### src/design/ftnn_pkg.sv
// shared types, constants and the semitone ratio rom for the nearest-note block
package ftnn_pkg;

	localparam int unsigned FRAC_BITS   = 8;
	localparam int unsigned REF_W       = 19;
	localparam int unsigned FREQ_W      = 23;
	localparam int unsigned TBL_W       = 24;
	localparam int unsigned NOTE_W      = 7;
	localparam int unsigned RATIO_W     = 31;
	localparam int unsigned PROD_W      = REF_W + RATIO_W;
	localparam int unsigned RATIO_SHIFT = 30;
	localparam int unsigned OCT_BIAS    = 6;
	localparam int unsigned SEMI_W      = 4;
	localparam int unsigned OCT_W       = 4;
	localparam int unsigned SH_W        = 6;

	localparam logic [SEMI_W-1:0] SEMI_START = SEMI_W'(3);
	localparam logic [SEMI_W-1:0] SEMI_LAST  = SEMI_W'(11);
	localparam logic [SH_W-1:0]   SH_BASE    = SH_W'(RATIO_SHIFT + OCT_BIAS);

	localparam logic [REF_W-1:0]  REF_LO      = REF_W'(10 << FRAC_BITS);
	localparam logic [REF_W-1:0]  REF_HI      = REF_W'(2000 << FRAC_BITS);
	localparam logic [REF_W-1:0]  REF_DEFAULT = REF_W'(440 << FRAC_BITS);
	localparam logic [FREQ_W-1:0] BAND_LO     = FREQ_W'(20 << FRAC_BITS);
	localparam logic [FREQ_W-1:0] BAND_HI     = FREQ_W'(20000 << FRAC_BITS);
	localparam logic [TBL_W-1:0]  TBL_MAX     = '1;

	typedef struct packed {
		logic build_start;
		logic build_step;
		logic load;
		logic rd_issue;
		logic cmp;
		logic out_load;
	} ftnn_cmd_t;

	typedef struct packed {
		logic build_last;
		logic search_done;
		logic in_band;
	} ftnn_sts_t;

	// 2^(k/12) in q30
	function automatic logic [RATIO_W-1:0] semitone_ratio(input logic [SEMI_W-1:0] k);
		logic [RATIO_W-1:0] r;
		unique case (k)
			4'd0:    r = 31'd1073741824;
			4'd1:    r = 31'd1137589835;
			4'd2:    r = 31'd1205234447;
			4'd3:    r = 31'd1276901417;
			4'd4:    r = 31'd1352829926;
			4'd5:    r = 31'd1433273380;
			4'd6:    r = 31'd1518500250;
			4'd7:    r = 31'd1608794974;
			4'd8:    r = 31'd1704458901;
			4'd9:    r = 31'd1805811301;
			4'd10:   r = 31'd1913190429;
			4'd11:   r = 31'd2026954652;
			default: r = '0;
		endcase
		return r;
	endfunction

endpackage

### src/design/ftnn_ctrl.sv
// controller state machine: table build, binary search sequencing, output handshake
module ftnn_ctrl (
	input  logic                 clk,
	input  logic                 arst_n,
	input  logic                 cfg_we,
	input  logic                 in_valid,
	input  logic                 out_stall,
	input  ftnn_pkg::ftnn_sts_t  sts,
	output logic                 in_stall,
	output logic                 out_valid,
	output ftnn_pkg::ftnn_cmd_t  cmd
);
	import ftnn_pkg::*;

	localparam logic [2:0] ST_BUILD = 3'd0;
	localparam logic [2:0] ST_DRAIN = 3'd1;
	localparam logic [2:0] ST_IDLE  = 3'd2;
	localparam logic [2:0] ST_READ  = 3'd3;
	localparam logic [2:0] ST_CMP   = 3'd4;
	localparam logic [2:0] ST_DONE  = 3'd5;

	logic [2:0] state_q;
	logic [2:0] state_nxt;
	logic       out_valid_q;
	logic       out_free;

	assign out_free  = !out_valid_q || !out_stall;
	assign in_stall  = (state_q != ST_IDLE) || cfg_we;
	assign out_valid = out_valid_q;

	always_comb begin
		cmd       = '0;
		state_nxt = state_q;
		unique case (state_q)
			ST_BUILD: begin
				cmd.build_step = 1'b1;
				if (sts.build_last) state_nxt = ST_DRAIN;
			end
			ST_DRAIN: begin
				state_nxt = ST_IDLE;
			end
			ST_IDLE: begin
				if (in_valid) begin
					cmd.load  = 1'b1;
					state_nxt = ST_READ;
				end
			end
			ST_READ: begin
				if (sts.search_done || !sts.in_band) begin
					state_nxt = ST_DONE;
				end else begin
					cmd.rd_issue = 1'b1;
					state_nxt    = ST_CMP;
				end
			end
			ST_CMP: begin
				cmd.cmp   = 1'b1;
				state_nxt = ST_READ;
			end
			ST_DONE: begin
				if (out_free) begin
					cmd.out_load = 1'b1;
					state_nxt    = ST_IDLE;
				end
			end
			default: begin
				state_nxt = ST_BUILD;
			end
		endcase
		// new reference restarts the table build
		if (cfg_we) begin
			cmd.build_start = 1'b1;
			cmd.build_step  = 1'b0;
			cmd.load        = 1'b0;
			state_nxt       = ST_BUILD;
		end
	end

	always_ff @(posedge clk or negedge arst_n) begin
		if (!arst_n) begin
			state_q     <= ST_BUILD;
			out_valid_q <= 1'b0;
		end else begin
			state_q <= state_nxt;
			if (cmd.out_load) begin
				out_valid_q <= 1'b1;
			end else if (!out_stall) begin
				out_valid_q <= 1'b0;
			end
		end
	end

endmodule

### src/design/ftnn_datapath.sv
// datapath: reference register, table build pipeline, note table memory, search and output registers
module ftnn_datapath #(
	parameter int NOTE_COUNT = 128
) (
	input  logic                                clk,
	input  logic                                arst_n,
	input  logic                                cfg_we,
	input  logic [ftnn_pkg::REF_W-1:0]          a4_reference_q8,
	input  logic [ftnn_pkg::FREQ_W-1:0]         freq_q8,
	input  ftnn_pkg::ftnn_cmd_t                 cmd,
	output ftnn_pkg::ftnn_sts_t                 sts,
	output logic                                valid_res,
	output logic [ftnn_pkg::NOTE_W-1:0]         note_number,
	output logic [ftnn_pkg::TBL_W-1:0]          note_freq_q8
);
	import ftnn_pkg::*;

	localparam int AW = $clog2(NOTE_COUNT);
	localparam int IW = $clog2(NOTE_COUNT + 1);

	// reference and table build
	logic [REF_W-1:0]  ref_q;
	logic [REF_W-1:0]  eff_ref;
	logic [AW-1:0]     n_q;
	logic [SEMI_W-1:0] semi_q;
	logic [OCT_W-1:0]  oct_q;
	logic [PROD_W-1:0] prod_s1;
	logic [SH_W-1:0]   shift_s1;
	logic [AW-1:0]     addr_s1;
	logic              wr_s1;
	logic [PROD_W:0]   round_sum;
	logic [PROD_W:0]   round_shr;
	logic [TBL_W-1:0]  entry;
	logic [TBL_W-1:0]  tbl_mem [NOTE_COUNT];

	// search
	logic [FREQ_W-1:0] f_q;
	logic              in_band_q;
	logic [IW-1:0]     lo_q;
	logic [IW-1:0]     hi_q;
	logic              has_lo_q;
	logic              has_hi_q;
	logic [TBL_W-1:0]  lo_val_q;
	logic [TBL_W-1:0]  hi_val_q;
	logic [TBL_W-1:0]  rd_q;
	logic [IW:0]       mid_sum;
	logic [IW-1:0]     mid;
	logic [IW-1:0]     below;
	logic [TBL_W-1:0]  f_ext;
	logic [TBL_W-1:0]  d_lo;
	logic [TBL_W-1:0]  d_hi;
	logic              pick_hi;
	logic [AW-1:0]     pick_idx;
	logic [TBL_W-1:0]  pick_val;

	// output registers
	logic              valid_res_q;
	logic [NOTE_W-1:0] note_q;
	logic [TBL_W-1:0]  note_freq_q;

	assign eff_ref = (ref_q > REF_LO && ref_q < REF_HI) ? ref_q : REF_DEFAULT;

	always_ff @(posedge clk or negedge arst_n) begin
		if (!arst_n) begin
			ref_q  <= REF_DEFAULT;
			n_q    <= '0;
			semi_q <= SEMI_START;
			oct_q  <= '0;
			wr_s1  <= 1'b0;
		end else begin
			if (cfg_we) ref_q <= a4_reference_q8;
			wr_s1 <= cmd.build_step && !cmd.build_start;
			if (cmd.build_start) begin
				n_q    <= '0;
				semi_q <= SEMI_START;
				oct_q  <= '0;
			end else if (cmd.build_step) begin
				n_q <= n_q + AW'(1);
				if (semi_q == SEMI_LAST) begin
					semi_q <= '0;
					oct_q  <= oct_q + OCT_W'(1);
				end else begin
					semi_q <= semi_q + SEMI_W'(1);
				end
			end
		end
	end

	always_ff @(posedge clk) begin
		if (cmd.build_step) begin
			prod_s1  <= PROD_W'(eff_ref) * PROD_W'(semitone_ratio(semi_q));
			shift_s1 <= SH_BASE - SH_W'(oct_q);
			addr_s1  <= n_q;
		end
	end

	assign sts.build_last = (n_q == AW'(NOTE_COUNT - 1));

	// round half up, then saturate to the entry width
	assign round_sum = {1'b0, prod_s1} + ((PROD_W + 1)'(1) << (shift_s1 - SH_W'(1)));
	assign round_shr = round_sum >> shift_s1;
	assign entry     = (round_shr > (PROD_W + 1)'(TBL_MAX)) ? TBL_MAX : round_shr[TBL_W-1:0];

	always_ff @(posedge clk) begin
		if (wr_s1) tbl_mem[addr_s1] <= entry;
	end

	assign mid_sum = {1'b0, lo_q} + {1'b0, hi_q};
	assign mid     = mid_sum[IW:1];

	always_ff @(posedge clk) begin
		if (cmd.rd_issue) rd_q <= tbl_mem[mid[AW-1:0]];
	end

	assign f_ext = TBL_W'(f_q);

	always_ff @(posedge clk or negedge arst_n) begin
		if (!arst_n) begin
			lo_q     <= '0;
			hi_q     <= '0;
			has_lo_q <= 1'b0;
			has_hi_q <= 1'b0;
		end else if (cmd.load) begin
			lo_q     <= '0;
			hi_q     <= IW'(NOTE_COUNT);
			has_lo_q <= 1'b0;
			has_hi_q <= 1'b0;
		end else if (cmd.cmp) begin
			if (rd_q < f_ext) begin
				lo_q     <= mid + IW'(1);
				has_lo_q <= 1'b1;
			end else begin
				hi_q     <= mid;
				has_hi_q <= 1'b1;
			end
		end
	end

	always_ff @(posedge clk) begin
		if (cmd.load) begin
			f_q       <= freq_q8;
			in_band_q <= (freq_q8 >= BAND_LO) && (freq_q8 <= BAND_HI);
		end
		if (cmd.cmp) begin
			if (rd_q < f_ext) begin
				lo_val_q <= rd_q;
			end else begin
				hi_val_q <= rd_q;
			end
		end
	end

	assign sts.search_done = (lo_q == hi_q);
	assign sts.in_band     = in_band_q;

	// lo_q is the first entry not below the input; lo_q - 1 the last one below
	assign d_lo     = f_ext - lo_val_q;
	assign d_hi     = hi_val_q - f_ext;
	assign below    = lo_q - IW'(1);
	assign pick_hi  = !has_lo_q || (has_hi_q && (d_hi < d_lo));
	assign pick_idx = pick_hi ? lo_q[AW-1:0] : below[AW-1:0];
	assign pick_val = pick_hi ? hi_val_q : lo_val_q;

	always_ff @(posedge clk) begin
		if (cmd.out_load) begin
			valid_res_q <= in_band_q;
			note_q      <= in_band_q ? NOTE_W'(pick_idx) : '0;
			note_freq_q <= in_band_q ? pick_val : '0;
		end
	end

	assign valid_res    = valid_res_q;
	assign note_number  = note_q;
	assign note_freq_q8 = note_freq_q;

endmodule

### src/design/frequency_to_nearest_note.sv
// top level of the nearest equal-tempered note finder
//
// input channel: in_valid / in_stall with freq_q8 (1/256 Hz). one word is taken at
// a time; in_stall stays high while a word is in flight or the note table is built.
// output channel: out_valid / out_stall with valid_res, note_number, note_freq_q8.
// an output register holds the result, so a new input word may be taken while the
// previous result is still stalled; that word then waits until the register frees.
// a4_reference_q8 is written when cfg_we is high; the write restarts the table build.
// table build: after reset and after each reference write, one entry per cycle
// through a 19x31 multiplier and a rounding stage; no input is taken meanwhile.
// search: an in-band word takes at most ceil(log2(NOTE_COUNT + 1)) binary search
// steps over the table memory, each a read state then a compare state; an
// out-of-band word skips the search. the memory read port, registered and shared
// by all steps, sets the step time.
// input pacing: a new word can be taken in the cycle in which out_valid rises;
// words are taken one at a time, each only after the last one has left the search.
// after reset out_valid is low and the table is built from the 440 Hz default.
module frequency_to_nearest_note #(
	parameter int NOTE_COUNT = 128
) (
	input  logic                          clk,
	input  logic                          arst_n,
	input  logic                          cfg_we,
	input  logic [ftnn_pkg::REF_W-1:0]    a4_reference_q8,
	input  logic                          in_valid,
	output logic                          in_stall,
	input  logic [ftnn_pkg::FREQ_W-1:0]   freq_q8,
	output logic                          out_valid,
	input  logic                          out_stall,
	output logic                          valid_res,
	output logic [ftnn_pkg::NOTE_W-1:0]   note_number,
	output logic [ftnn_pkg::TBL_W-1:0]    note_freq_q8
);
	import ftnn_pkg::*;

	ftnn_cmd_t cmd;
	ftnn_sts_t sts;

	ftnn_ctrl u_ctrl (
		.clk       (clk),
		.arst_n    (arst_n),
		.cfg_we    (cfg_we),
		.in_valid  (in_valid),
		.out_stall (out_stall),
		.sts       (sts),
		.in_stall  (in_stall),
		.out_valid (out_valid),
		.cmd       (cmd)
	);

	ftnn_datapath #(
		.NOTE_COUNT (NOTE_COUNT)
	) u_datapath (
		.clk             (clk),
		.arst_n          (arst_n),
		.cfg_we          (cfg_we),
		.a4_reference_q8 (a4_reference_q8),
		.freq_q8         (freq_q8),
		.cmd             (cmd),
		.sts             (sts),
		.valid_res       (valid_res),
		.note_number     (note_number),
		.note_freq_q8    (note_freq_q8)
	);

endmodule

### config.mk
export PLATFORM = sky130hd
export DESIGN_NAME = frequency_to_nearest_note
export DESIGN_NICKNAME = d
export VERILOG_FILES = /design/src/design/ftnn_pkg.sv /design/src/design/ftnn_ctrl.sv /design/src/design/ftnn_datapath.sv /design/src/design/frequency_to_nearest_note.sv
export SDC_FILE = /design/constraint.sdc
export NUM_CORES = 2
export LEC_CHECK = 0
export BUFFER_PORTS_ARGS = -buffer_cell sky130_fd_sc_hd__buf_4
export CELL_PAD_IN_SITES_DETAIL_PLACEMENT = 1
export CELL_PAD_IN_SITES_GLOBAL_PLACEMENT = 2
export CORE_MARGIN = 3
export CORE_UTILIZATION = 45
export CTS_BUF_LIST = sky130_fd_sc_hd__clkbuf_2 sky130_fd_sc_hd__clkbuf_4 sky130_fd_sc_hd__clkbuf_8
export DETAILED_ROUTE_END_ITERATION = 10
export GPL_ROUTABILITY_DRIVEN = 0
export PLACE_DENSITY_LB_ADDON = 0.1
export SYNTH_ARGS = -nofsm -noshare
export SYNTH_HDL_FRONTEND = slang
export SYNTH_SLANG_ARGS = --single-unit
### constraint.sdc
create_clock -name clk -period 15.2 [get_ports clk]
set_clock_uncertainty 0.05 [all_clocks]
set_input_delay 2.28 -clock clk [delete_from_list [all_inputs] [get_ports clk]]
set_output_delay 2.28 -clock clk [all_outputs]
set_load 0.1 [all_outputs]
# ---- Word level (Yosys, flattened, before mapping)
# Memories as Yosys holds them, arrays and structs flattened. A register that Yosys moved wholly into a read port is not among the register bits.
# Index checks and enable logic that the tools add are counted.
dict set report totals {
  reg_bits 224
  ramBits 3072
  rom_bits 496
  in_bits 47
  output_inout_bits 34
  wordCells 127
  n_memories 2
}
# memory depth word_bits rd rd_ports_with_merged_regs write_ports line_no
set memory_table {}
lappend memory_table {u_datapath.tbl_mem 128 24 1 1 1 ftnn_datapath.sv:34} ;# logic [TBL_W-1:0] tbl_mem [NOTE_COUNT];
lappend memory_table {{(name not given)} 16 31 1 0 0 ftnn_pkg.sv:46} ;# unique case (k)
dict set report classes {
  add_sub_neg 11
  multipliers 1
  magnitude_cmp 7
  n_eq_ne 14
  n_shift 2
  mux 44
  bitwise 1
  reduce_logical 24
}
# op count
set ops {}
lappend ops {{$add 50x51->51} 1}
lappend ops {{$gt 51x24->1 const B} 1}
lappend ops {{$shl 1x6->51 const A} 1}
lappend ops {{$shr 51x6->51} 1}
lappend ops {{$mul 19x31->50} 1}
lappend ops {{$mux 24} 2}
lappend ops {{$mux 8} 6}
lappend ops {{$mux 31} 1}
lappend ops {{$lt 24x23->1} 1}
lappend ops {{$lt 24x24->1} 1}
lappend ops {{$mux 4} 6}
lappend ops {{$sub 23x24->24} 1}
lappend ops {{$sub 24x23->24} 1}
lappend ops {{$ge 23x13->1 const B} 1}
lappend ops {{$le 23x23->1 const B} 1}
lappend ops {{$mux 7} 3}
lappend ops {{$gt 19x12->1 const B} 1}
lappend ops {{$lt 19x19->1 const B} 1}
lappend ops {{$mux 1} 19}
lappend ops {{$mux 19} 1}
lappend ops {{$pmux 3 s6} 1}
lappend ops {{$mux 3} 5}
lappend ops {{$reduce_and 2->1} 5}
lappend ops {{$add 8x8->9} 1}
lappend ops {{other kinds (23)} 41}

# ---- Logic depth before layout (Yosys ltp)
dict set report depth {
  word_depth 6
  ltp_mapped 36
  ltp_nobuf 34
}

# ---- Hierarchy
# A second synthesis with hierarchy kept.
dict set report unflattened {
  cells_unflattened 8978
  hier_area_um2 155575.5
}
# module instances cells_per_inst area_per_inst_um2 seq_area_each_um2
set modules_own_cells {}
lappend modules_own_cells {ftnn_datapath 1 8944 155276.4 99319.0}
lappend modules_own_cells {ftnn_ctrl 1 34 299.0 100.1}

# ---- Least setup slack after synthesis
# Ideal clock, no wire load.
dict set report synth_path {
  path_kind {flip-flop to flip-flop}
  start {reg u_datapath.shift_s1[2]}
  end {mem u_datapath.tbl_mem[0][8] (data pin)}
  setup_time_ns 1.321
  arrival_time_ns 11.634
  required_time_ns 13.829
  path_slack_ns 2.195
  stages_incl_launch_ff 26
  n_path_buf 6
  period_less_slack_ns 13.005
  path_cell_list {edfxtp_1 -> clkbuf_1 -> inv_1 -> buf_1 -> buf_1 -> clkbuf_1 -> clkbuf_1 -> buf_1 -> nor2_1 -> nand2_1 -> nor2_1 -> ha_1 -> a21o_1 -> a221o_1 -> a31o_1 -> a211o_1 -> a21o_1 -> a31oi_1 -> mux2i_1 -> and2_1 -> mux4_2 -> a32o_1 -> and3_1 -> a311oi_1 -> nor4_2 -> a311oi_1}
}
dict set report synth_between {
  elab_chain_len 6
}
# item line_no
set synth_lines {}
lappend synth_lines {{from (decl)} ftnn_datapath.sv:28} ;# logic [SH_W-1:0] shift_s1;
lappend synth_lines {{from (signal assigned)} ftnn_datapath.sv:92} ;# shift_s1 <= SH_BASE - SH_W'(oct_q);
lappend synth_lines {{$sub 6x1->6} ftnn_datapath.sv:100} ;# assign round_sum = {1'b0, prod_s1} + ((PROD_W + 1)'(1) << (shift_s1 - SH_W'(1)));
lappend synth_lines {{$shl 1x6->51} ftnn_datapath.sv:100}
lappend synth_lines {{$add 50x51->51} ftnn_datapath.sv:100}
lappend synth_lines {{$shr 51x6->51 *} ftnn_datapath.sv:101} ;# assign round_shr = round_sum >> shift_s1;
lappend synth_lines {{$gt 51x24->1} ftnn_datapath.sv:102} ;# assign entry = (round_shr > (PROD_W + 1)'(TBL_MAX)) ? TBL_MAX : round_shr[TBL_W-1:0];
lappend synth_lines {{$mux 24 *} ftnn_datapath.sv:102}
lappend synth_lines {{named net u_datapath.entry[8]} ftnn_datapath.sv:33} ;# logic [TBL_W-1:0] entry;
lappend synth_lines {{to (decl)} ftnn_datapath.sv:34}
# The timed path passes the listed nets; every way through them passes the cells marked *.

# ---- Worst setup path after layout
dict set report layout_path {
  start {reg u_datapath.ref_q[7]}
  end {reg u_datapath.prod_s1[49] (data pin)}
}
dict set report layout_between {
  elab_chain_len 4
  elab_cells_between_ends 5
  cone_classes {mul (1); order compare (2); mux (1); reduce/logical (1)}
}
# item line_no
set layout_lines {}
lappend layout_lines {{from (decl)} ftnn_datapath.sv:22} ;# logic [REF_W-1:0] ref_q;
lappend layout_lines {{from (signal assigned)} ftnn_datapath.sv:71} ;# if (cfg_we) ref_q <= a4_reference_q8;
lappend layout_lines {{$gt 19x12->1 / $lt 19x19->1 (equally long branches)} ftnn_datapath.sv:61} ;# assign eff_ref = (ref_q > REF_LO && ref_q < REF_HI) ? ref_q : REF_DEFAULT;
lappend layout_lines {{$logic_and 1x1->1} ftnn_datapath.sv:61}
lappend layout_lines {{$mux 19 *} ftnn_datapath.sv:61}
lappend layout_lines {{$mul 19x31->50 *} ftnn_datapath.sv:91} ;# prod_s1 <= PROD_W'(eff_ref) * PROD_W'(semitone_ratio(semi_q));
lappend layout_lines {{to (signal assigned)} ftnn_datapath.sv:91}
lappend layout_lines {{to (decl)} ftnn_datapath.sv:27} ;# logic [PROD_W-1:0] prod_s1;
# Mark *: on every way between the ends. The rest lies on a longest branch, timed or not.
# A chain may end at the register's enable or synchronous reset.

==> metrics.txt <==
Max stage delay on crit path 940 ps; worst-case clock buffer depth 4; endpoint required time on the critical path 15950 ps; root buffer cell clkbuf_8; H-tree depth 6; TritonCTS buffer count 564; Port Buffers 80; Pre-antenna DRT Iters 5; critical path peak fanout 34; worst setup path end u_datapath.prod_s1[49]; floorplan die area 353000 sq um; syn_nets 9807; vias in the first global route 91800; global route total overflow 0; relative area change from synthesis to final layout 12.1%; area inside the core boundary 344000 sq um; Yosys reg bits 3320; Hold Path Class register to register; x dimension of the die 594 um; overall die height 594 um; most used cell along the critical path fa_1; Final Max Slew Viols 0; setup repair after global routing missed its margin no; slew at the pin closest to its max-slew limit 1290 ps; outcome finished clean; starting density of the core 0.453; sequential share of the synthesized area 0.639; top post-synthesis cells by area edfxtp_1 (63%), mux4_2 (15%), fa_1 (6.4%); Mapped Area 155000 sq um; asr flop ratio synth 0.0172; final setup violation count 0; hold bufs inserted after CTS 0; start-to-end type of the worst setup path register to register; DRC viols 0; critical path capture point type register; post-route clock period utilization 0.753; top cell types by occurrence after synthesis edfxtp_1 (3263), mux4_2 (1019), inv_1 (669), nor2_1 (648), nand2_1 (536); I/O Pins 81; max cap viols 0; DR vias 86258; R2R Setup Slk 3760 ps; number of rows created at floorplan 215; reg-to-reg endpoint u_datapath.prod_s1[49]; critical path data arrival time 12190 ps; cell type with the largest total area after synthesis edfxtp_1; number of enable-type register cells in the synthesized netlist 3263; dominant cell by count in the synthesized netlist edfxtp_1; insertion delay to the later sink of the worst-skew pair 1160 ps; Critical Path Source Type register; Synth Instances 8967; Max stage delay cell, worst path o21a_1; per-cell routed wire length 32.8 um; total of warnings raised by yosys 0; Crit. Startpoint u_datapath.ref_q[7]; maximum number of pins on one net before global-route repair 95; number of DRC violations after detailed-routing iteration 0 8975; sum of routed wire length over all layers 473000 um; number of antenna violations at the first check in global routing 31; setup TNS 0 ps; number of gates resized after cts 0; Post-CTS Setup Inserts 0; startpoint of the most critical register-to-register path u_datapath.ref_q[7]; Peak Freq 0.0874 GHz; Register-to-Register Path Depth 32; Nets 10259; clock input transition at the sequential cells of the worst setup and hold paths 50 ps; top-area cell type share of the netlist area 0.630; tightest hold margin 450 ps; synthesized area per cell 17.3 sq um; remaining antenna violation count 0; count of final hold-check violations 0; start point of the worst hold path u_datapath.n_q[5]; ratio of routed vias to standard cells 5.99; first-pass GRT wire length 678000 um; All-Layer GR Usage 0.268; post-route minimum period 11440 ps; CTS tree yes; remaining max-slew budget at the tightest pin 0.137; total number of clock tree sinks 3320; fraction of layout cells with a size suffix above 1 0.256; number of distinct library cells after synthesis 93; final HPWL from detailed placement 300000 um; flip-flop cell with the highest count after synthesis edfxtp_1
metal layers:
metal	share of wire	GRT usage	routed length (um)
met3	0.062	0.0353	29400
met2	0.48	0.434	230000
met5	0.00015	0	69
met1	0.42	0.378	199000
met4	0.033	0.0847	15600
critical path: cells and delay by family, from the launching register on:
| kind | cells | cell delay [ps] |
|---|---|---|
| compound gates | 16 | 5580 |
| flops | 1 | 390 |
| fa+ha+maj | 7 | 3230 |
| xor+xnor | 1 | 80 |
| buf+inv | 4 | 200 |
| simple gates | 4 | 1610 |
metrics by stage:
stage / util / area [sq um] / worst slack [ps] / std cells
after global placement: 0.475 / 163000 / 4010 / 13408
after global routing: 0.507 / 174000 / 3000 / 14408
after CTS: 0.507 / 174000 / 3840 / 14404
final: 0.507 / 174000 / 3760 / 14412
after detailed placement: 0.475 / 163000 / 3870 / 13409
after floorplan: - / 155000 / 2190 / 8967
cells in the final DEF, fill, tap and decap left out, types with 30 or more instances in the layout:
cell type,synthesis,final
edfxtp_1,3263,3263
mux4_2,1019,1019
inv_1,669,666
clkbuf_8,0,573
nand2_1,536,535
nor2_1,648,528
fa_1,496,495
buf_4,0,333
ha_1,297,297
a21oi_1,218,207
clkbuf_4,0,202
clkinv_1,2,119
o21ai_0,122,119
mux2i_1,104,104
xnor2_1,107,102
nor2_4,0,91
nand3_1,87,83
nor3_1,85,75
mux2_2,63,63
nor2b_1,65,62
a21o_1,59,59
dfrtp_1,50,50
o21a_1,51,48
and2_1,45,43
nand4_1,42,42
clkinv_2,0,41
xor2_1,40,40
nand2b_1,37,34
a211oi_1,34,34
o21bai_1,31,31
nor2_2,1,30
worst min path at each step:
stage                                   end  cells after the start
global placement      u_datapath.addr_s1[5]                      0
floorplan            u_datapath.hi_val_q[0]                      0
global route        u_datapath.hi_val_q[16]                      0
detailed placement  u_datapath.lo_val_q[16]                      0
CTS                  u_datapath.lo_val_q[7]                      0
finish                u_datapath.addr_s1[5]                      0
final cells by class:
type,count,area [sq um]
fillers,31741,169000
flip-flops and latches,3320,99400
multi-input cells,4519,53000
clock buffers,775,9400
well taps,4557,5700
repair buffers,342,2670
inverters,672,2520
clock inverters,220,1520
diodes,7,17.5
sequential cells by signal, summed over array words and instances, names as in the netlist, 19 cells and up:
register,flops
u_datapath.note_freq_q8,24
u_datapath.f_q,23
u_datapath.rd_q,24
u_datapath.prod_s1,50
u_datapath.lo_val_q,24
u_datapath.ref_q,19
u_datapath.hi_val_q,24
u_datapath.tbl_mem,3072
cell families (layout without fill, tap and decap cells):
| family | Yosys count | count (layout) | synth area share |
|---|---|---|---|
| buffers and inverters | 1128 | 2009 | 0.0273 |
| AOI/OAI and AO/OA | 747 | 747 | 0.0318 |
| xor gates and xnor gates | 148 | 148 | 0.00846 |
| DFF | 3320 | 3320 | 0.639 |
| muxes | 1186 | 1186 | 0.159 |
| other | 0 | 7 | 0 |
| and+or+nand+nor | 1645 | 1645 | 0.0463 |
| adders and majority gates | 793 | 793 | 0.0878 |
Power is not shown: default switching activity piles up to over one toggle a cycle in this logic, so the estimate is an artifact.
